==> config.mk <==
export PLATFORM = sky130hd
export DESIGN_NAME = alsl_ctrl
export DESIGN_NICKNAME = d
export VERILOG_FILES = /design/src/design/alsl_pkg.sv /design/src/design/alsl_ctrl.sv
export SDC_FILE = /design/constraint.sdc
export NUM_CORES = 1
export LEC_CHECK = 0
export ABC_AREA = 1
export BUFFER_PORTS_ARGS = -buffer_cell sky130_fd_sc_hd__buf_2
export CAP_MARGIN = 15
export CORE_MARGIN = 5
export CORE_UTILIZATION = 35
export CTS_BUF_LIST = sky130_fd_sc_hd__clkbuf_4
export DETAILED_ROUTE_END_ITERATION = 8
export SLEW_MARGIN = 20
export SYNTH_ARGS = -nofsm -noshare
export SYNTH_HDL_FRONTEND = slang
export SYNTH_SLANG_ARGS = --single-unit
==> constraint.sdc <==
create_clock -name i_clk -period 1.2 [get_ports i_clk]
set_clock_uncertainty 0.2 [all_clocks]
set_input_delay 0.06 -clock i_clk [delete_from_list [all_inputs] [get_ports i_clk]]
set_output_delay 0.06 -clock i_clk [all_outputs]
set_load 0.1 [all_outputs]
==> src/design/alsl_pkg.sv <==
// Package: shared constants, codes and controller/datapath link types.
package alsl_pkg;

    localparam int MAX_SEGMENTS = 256;
    localparam int IDX_W        = $clog2(MAX_SEGMENTS);
    localparam int CNT_W        = IDX_W + 1;
    localparam int LEN_W        = 32;
    localparam int SUM_W        = 40;
    localparam int POS_W        = 40;
    localparam int REM_W        = 41;
    localparam int TOL_W        = 16;
    localparam int SIDX_W       = 8;
    localparam int CODE_W       = 2;

    typedef enum logic [CODE_W-1:0] {
        FUNC_CLEAR  = 2'd0,
        FUNC_APPEND = 2'd1,
        FUNC_LOCATE = 2'd2
    } t_func;

    typedef enum logic [CODE_W-1:0] {
        STAT_OK    = 2'd0,
        STAT_EMPTY = 2'd1,
        STAT_FULL  = 2'd2
    } t_status;

    // commands from the controller to the datapath
    typedef struct packed {
        logic load;      // capture the accepted item
        logic simple;    // finish clear, append, empty locate or unused code
        logic key_init;  // clamp the position and open the search window
        logic rd_mid;    // read the sum at the window midpoint
        logic step;      // narrow the window on the read sum
        logic fix;       // clamp the found index and read the sum before it
        logic rem_calc;  // form the remainder
        logic publish;   // move the result into the output register
    } t_dp_cmd;

    // status from the datapath to the controller
    typedef struct packed {
        logic is_locate;
        logic empty;
        logic search_go;
        logic out_free;
    } t_dp_stat;

endpackage

==> src/design/alsl_ctrl.sv <==
// Controller: sequences decode, binary search, remainder and result hand-off.
module alsl_ctrl
    import alsl_pkg::*;
(
    input  logic     i_clk,
    input  logic     i_rst_n,
    input  logic     i_in_valid,
    input  t_dp_stat i_stat,
    output logic     o_in_ready,
    output t_dp_cmd  o_cmd
);

    typedef enum logic [6:0] {
        S_IDLE    = 7'b0000001,
        S_DECODE  = 7'b0000010,
        S_PROBE   = 7'b0000100,
        S_COMPARE = 7'b0001000,
        S_FIX     = 7'b0010000,
        S_REMAIN  = 7'b0100000,
        S_DONE    = 7'b1000000
    } t_state;

    t_state r_state, n_state;

    assign o_in_ready = (r_state == S_IDLE);

    always_comb begin
        n_state = r_state;
        o_cmd   = '0;
        case (r_state)
            S_IDLE: begin
                if (i_in_valid) begin
                    o_cmd.load = 1'b1;
                    n_state    = S_DECODE;
                end
            end
            S_DECODE: begin
                if (i_stat.is_locate && !i_stat.empty) begin
                    o_cmd.key_init = 1'b1;
                    n_state        = S_PROBE;
                end else begin
                    o_cmd.simple = 1'b1;
                    n_state      = S_DONE;
                end
            end
            S_PROBE: begin
                if (i_stat.search_go) begin
                    o_cmd.rd_mid = 1'b1;
                    n_state      = S_COMPARE;
                end else begin
                    o_cmd.fix = 1'b1;
                    n_state   = S_FIX;
                end
            end
            S_COMPARE: begin
                o_cmd.step = 1'b1;
                n_state    = S_PROBE;
            end
            S_FIX: begin
                // read data for the preceding sum lands here
                n_state = S_REMAIN;
            end
            S_REMAIN: begin
                o_cmd.rem_calc = 1'b1;
                n_state        = S_DONE;
            end
            S_DONE: begin
                if (i_stat.out_free) begin
                    o_cmd.publish = 1'b1;
                    n_state       = S_IDLE;
                end
            end
            default: begin
                n_state = S_IDLE;
            end
        endcase
    end

    always_ff @(posedge i_clk) begin
        if (!i_rst_n) begin
            r_state <= S_IDLE;
        end else begin
            r_state <= n_state;
        end
    end

endmodule

==> results of run 1 <==
cells by family after synthesis:
kind of cell,count (synthesis),synth area share
and+or+nand+nor,47,0.5081
buffers and inverters,21,0.1693
AOI/OAI and AO/OA,2,0.02151
DFF,7,0.3011
worst reg2reg max path, stage by stage, from the launching register on:
cell     delay, ns
dfxtp_4       0.35
inv_4         0.07
nand2_4       0.05
nor2_4        0.22
buf_4         0.16
buf_4         0.10
nand3_2       0.08
nand2_1       0.07
inv_1         0.06
nand3_1       0.12
nand2_1       0.07
worst paths after layout:
kind                     end  cells past startpoint
setup reg to reg  r_state[0]                     10
hold / removal    r_state[2]                      3
hold reg to reg   r_state[3]                      4
setup / recovery  r_state[0]                     10
cell usage in the layout (no fill, tap or decap), drive strengths merged:
cell,count
nand2,16
nor4,1
a21oi,2
clkbuf,4
clkinvlp,5
or2,1
buf,33
inv,16
nor2,15
dfxtp,7
nor3,2
nand3,12
dlygate4sd3,3
layout make-up:
| cell class | instances | area [um2] | area share |
|---|---|---|---|
| multi-input cells | 49 | 410.4 | 0.3694 |
| repair buffers | 36 | 390.4 | 0.3513 |
| flip-flops and latches | 7 | 158.9 | 0.1430 |
| inverters | 21 | 102.6 | 0.09234 |
| clock buffers | 4 | 30.03 | 0.02703 |
| well taps | 15 | 18.77 | 0.01689 |
per-layer routing:
metal / wire length, um / track usage / up-vias / part of all wire
met5: 0 / 0 / - / 0
met4: 88 / 0.1534 / 0 / 0.048
met3: 96 / 0.03125 / 12 / 0.052
met2: 948 / 0.3104 / 30 / 0.52
met1: 701 / 0.1755 / 304 / 0.38
li1: - / - / 313 / -
stage by stage:
| stage | total power [uW] | std cells | setup TNS [ns] |
|---|---|---|---|
| 2_1_floorplan | 442.1 | 77 | -2.773 |
| 3_3_place_gp | 531.9 | 114 | -1.025 |
| 3_5_place_dp | 538.4 | 114 | -1.198 |
| 4_1_cts | 828.1 | 128 | -3.709 |
| 5_1_grt | 888.5 | 132 | -5.470 |
| 6_report | 850.7 | 132 | -4.482 |
repair_timing:
| action | 4_1_cts | 5_1_grt |
|---|---|---|
| endpoints found under the hold margin | 7 | 1 |
| setup buffers | 7 | 4 |
| gates resized for setup | 21 | 12 |
| pin swaps | 9 | 8 |
| setup endpoints to repair | 15 | 16 |
power groups by stage:
stage | registers (uW) | logic (uW) | clock network (uW)
finish | 250 | 370 | 231
floorplan | 250 | 192 | 0
global placement | 250 | 282 | 0
global route | 250 | 387 | 252
CTS | 246 | 343 | 238
detailed placement | 251 | 287 | 0
==> out/metrics.yaml, run 1 <==
routing:
  drcViolationCount: 0
  via_per_inst: 4.992
  wl_per_cell_um: 13.89
  drt_wl_total_um: 1834
  first_pass_iters: 4
  ant_nets: 0
  drt_iter0_drc: 10
  num_vias: 659
timing:
  relSlewSlack: 0.8303
  setup_viol: 14
  max_freq_mhz: 607.4
  finalWorstSetupSlack_ns: -0.4465
  worst_pin_slew_ns: 0.2526
  rsz0062_at_grt: "yes"
  fin_crit_sh: 1.372
  hold_ws_ns: -0.04301
  drv_slew: 0
  period_needed_ns: 1.646
  finalHoldViolCount: 1
critical_path:
  crit_path_max_incr_delay_ns: 0.35
  crit_chain: "inv_4 -> nand2_4 -> nor2_4 -> buf_4 -> buf_4 -> nand3_2 -> nand2_1 -> inv_1 -> nand3_1 -> nand2_1"
  critPathMaxFanout: 4
  cp-startpoint: "r_state[5]"
  critPathLaunchType: "flop"
  cp.required_ns: 1.13
  rrSetupSlack_ns: -0.45
  critPathBufInv: 4
  r2r_start: "r_state[5]"
  critPathKind: "reg2reg"
  cp_slowest_cell: "dfxtp_4"
  worstPathArrival_ns: 1.58
  end_kind: "flop"
  crit_family: "simple AND/OR/NAND/NOR gates"
global_route:
  antenna_found_initial: 0
  overflow: 0
  gr-usage-all-layers: 0.1772
  grt_max_degree: 5
  grt_pass1_wl_um: 2580
  grt_pass1_vias: 599
synth:
  syn_area_um2: 465.4
  ys_ff_latch: 7
  synth_top_area_frac: 0.3011
  yosysWarnings: 0
  syn_area_per_cell_um2: 6.045
  synth_commonest_cells: "18 x inv_1, 12 x nand2_1, 10 x nand3_1, 10 x nor2_1, 7 x dfxtp_1"
  ys_seq_area_frac: 0.3011
  synth-async-reset-ratio: 0
  netlist_top_cells_area: "dfxtp_1 30%, inv_1 15%, nand3_1 11%"
  ys_dominant_reg_cell: "dfxtp_1"
  synth_cell_types: 14
  syn_inst: 77
  yosysMostFrequentCell: "inv_1"
  syn-num-nets: 84
  synth_largest_area_cell: "dfxtp_1"
  synth-edff-count: 0
placement:
  hpwl_um: 1078
  globalplace.congestion: 0.7447
  dpl_worst_slack_ns: -0.1359
  placed_cell_area_um2: 855.8
  port_buffers: 15
min_path:
  worstHoldStart: "i_stat[3]"
  worst_hold_path_type: "in2reg"
power:
  power.share.clock: 0.271
  p_seq_frac: 0.294
  p_int_uw: 528.4
  power-per-cell-area_mw_per_mm2: 765.6
  power.switching_uw: 322.3
  leakage_uw: 0.0004855
  vdd_ir_drop_max_mv: 0.5720
  swShare: 0.3789
  combPwrFrac: 0.435
floorplan:
  die_area_mm2: 0.002159
  rows: 13
  die_h_um: 46.47
  die_w_um: 46.47
  initial_core_util: 0.3622
  io_pins: 16
  coreArea_mm2: 0.001285
cells_and_area:
  largest_reg_flops: 7
  area_delta_synth_final_pct: 138.7
  fillers: 57
  diodes: 0
  top_regs: "r_state x7"
  stdcell_area_mm2: 0.001111
  fin_util: 0.8647
  top_register: "r_state"
  final_nets: 125
  drive_gt1_frac: 0.7521
flow_run:
  maxCapViolCount: 0
clocking:
  ctsRootBufferMaster: "clkbuf_4"
  cts.reportedPaths.clkPinSlew_ns: 0.05
  cts.htree.levels: 1
  clk_path_buf_depth: 2
  hold_buffers: 3
  cts_tree: "built"
  clk_latency_ns: 0.24
  cts_sinks: 7
  numCtsBuffers: 3
status:
  violations: "hold timing, setup timing"
  outcome: "finished with violations"
Note: power is estimated with default switching activity, not from simulation.
==> run 2: changes to the inputs <==
CORE_AREA = 5 5 42 44   (was default)
CORE_MARGIN = default   (was 5)
CORE_UTILIZATION = default   (was 35)
DIE_AREA = 0 0 47 49   (was default)
GPL_ROUTABILITY_DRIVEN = 0   (was default)
==> out/metrics.yaml, run 2 (synthesized netlist as in run 1, its figures left out) <==
floorplan:
  die_w_um: 47
  io_pins: 16
  coreArea_mm2: 0.001401
  die_h_um: 49
  die_area_mm2: 0.002303
  rows: 14
  initial_core_util: 0.3321
cells_and_area:
  fillers: 97
  final-seq-area_um2: 151.4
  top_regs: "r_state x7"
  layout_common_cells: "13 x buf_4, 11 x inv_1, 9 x nor2_4, 9 x nand2_2, 9 x buf_12"
  final_nets: 123
  drive_gt1_frac: 0.7217
  top_register: "r_state"
  stdcell_area_mm2: 0.001072
  instances_no_fill: 131
  multi_input_area_um2: 394.1
  diodes: 0
  layout_commonest_cell: "buf_4"
  area_delta_synth_final_pct: 130.4
  largest_reg_flops: 7
timing:
  max_freq_mhz: 626.8
  period_needed_ns: 1.596
  worst_pin_slew_ns: 0.2614
  finalHoldViolCount: 0
  finalWorstSetupSlack_ns: -0.3955
  drv_slew: 0
  relSlewSlack: 0.8244
  fin_crit_sh: 1.330
  setup_viol: 15
  rsz0062_at_grt: "yes"
routing:
  drt_wl_total_um: 1498
  wl_met2_um: 819
  drt_iter0_drc: 4
  wl_met1_um: 549
  drcViolationCount: 0
  first_pass_iters: 4
  wl_per_cell_um: 11.44
  ant_nets: 0
  num_vias: 611
  highest_layer: "met4"
  via_per_inst: 4.664
  wl_met3_um: 86
status:
  outcome: "finished with violations"
  violations: "setup timing"
flow_run:
  maxCapViolCount: 0
clocking:
  clk_latency_ns: 0.25
  cts_tree: "built"
  cts.htree.levels: 1
  numCtsBuffers: 3
  cts_sinks: 7
  clk_path_buf_depth: 2
  cts.reportedPaths.clkPinSlew_ns: 0.05
  ctsRootBufferMaster: "clkbuf_4"
min_path:
  worstHoldStart: "i_stat[3]"
  worst_hold_path_type: "in2reg"
  hold_path_depth: 4
critical_path:
  worstPathArrival_ns: 1.34
  crit_path_max_incr_delay_ns: 0.35
  end_kind: "output port"
  r2r_start: "r_state[5]"
  critPathKind: "reg2out"
  cp.required_ns: 0.94
  r2r_cells: 9
  crit_chain: "inv_4 -> nand2_4 -> nor2_4 -> nand2_4 -> nor2_4 -> buf_12"
  cp_slowest_cell: "dfxtp_4"
  critPathMaxFanout: 4
  cp-startpoint: "r_state[5]"
  critPathLaunchType: "flop"
global_route:
  grt_pass1_wl_um: 2539
  antenna_found_initial: 0
  grt_max_degree: 5
  grt_pass1_vias: 641
  gr-usage-all-layers: 0.1501
  overflow: 0
placement:
  port_buffers: 15
  hpwl_um: 1042
  placed_cell_area_um2: 834.6
  place_inst: 112
power:
  vdd_ir_drop_max_mv: 0.7350
  power-per-cell-area_mw_per_mm2: 782.8
  leakage_uw: 0.0004635
run 2: cell count changes in the layout (fill, tap and decap cells not counted), moves of 2 or more:
cell | previous run | this run
nand2_1 | 8 | 4
nand2_2 | 5 | 9
nor2_1 | 2 | 6
nor2_2 | 4 | 0
dfxtp_2 | 3 | 6
dfxtp_4 | 4 | 1
inv_2 | 4 | 2
nand3_1 | 4 | 6
nand3_2 | 6 | 4
run 2: critical path: cells and delay by family, from the launching register on:
kind | cells | cell delay (ns)
simple gates | 4 | 0.48
flops | 1 | 0.35
buf+inv | 2 | 0.26
run 2: per-layer routing:
metal	track usage	vias to the layer above
met5	0	-
met1	0.1542	280
met4	0.09677	0
met2	0.2579	19
li1	-	307
met3	0.02952	5
run 2: through the flow:
step	power, uW	TNS, ns	util	hold slack, ns	setup slack (ns)
2_1_floorplan	442.1	-2.773	-	-0.06816	-0.5832
5_1_grt	887.0	-5.300	0.7652	0.01304	-0.4796
3_3_place_gp	532.0	-1.030	0.5955	0.09488	-0.1339
3_5_place_dp	534.5	-1.204	0.5955	0.1097	-0.1424
6_report	839.4	-4.139	0.7652	0.01417	-0.3955
4_1_cts	799.7	-3.729	0.6973	-0.07536	-0.3752
run 2: final cells by class:
class | instances | share of cell area
clock buffers | 4 | 0.02800
repair buffers | 34 | 0.3466
inverters | 21 | 0.09802
well taps | 16 | 0.01867
flip-flops and latches | 7 | 0.1412
multi-input cells | 49 | 0.3676
run 2: repair_timing:
action / in CTS / in global routing
pin swaps: 14 / 7
endpoints found under the setup margin: 14 / 16
hold buffers: 3 / 0
hold endpoints to repair: 7 / 0
gates resized for setup: 14 / 12
buffers inserted: 5 / 7
run 2: worst paths after layout:
kind,to,slack [ns]
max,o_cmd[7],-0.40
min,r_state[2],0.01
max reg2reg,r_state[0],-0.26
min reg2reg,r_state[5],0.45
run 2: report_power, final:
group | switching, uW | internal (uW)
Clock | 86.0 | 149
Sequential | 13.3 | 241
Combinational | 212 | 138
Total | 311 | 528
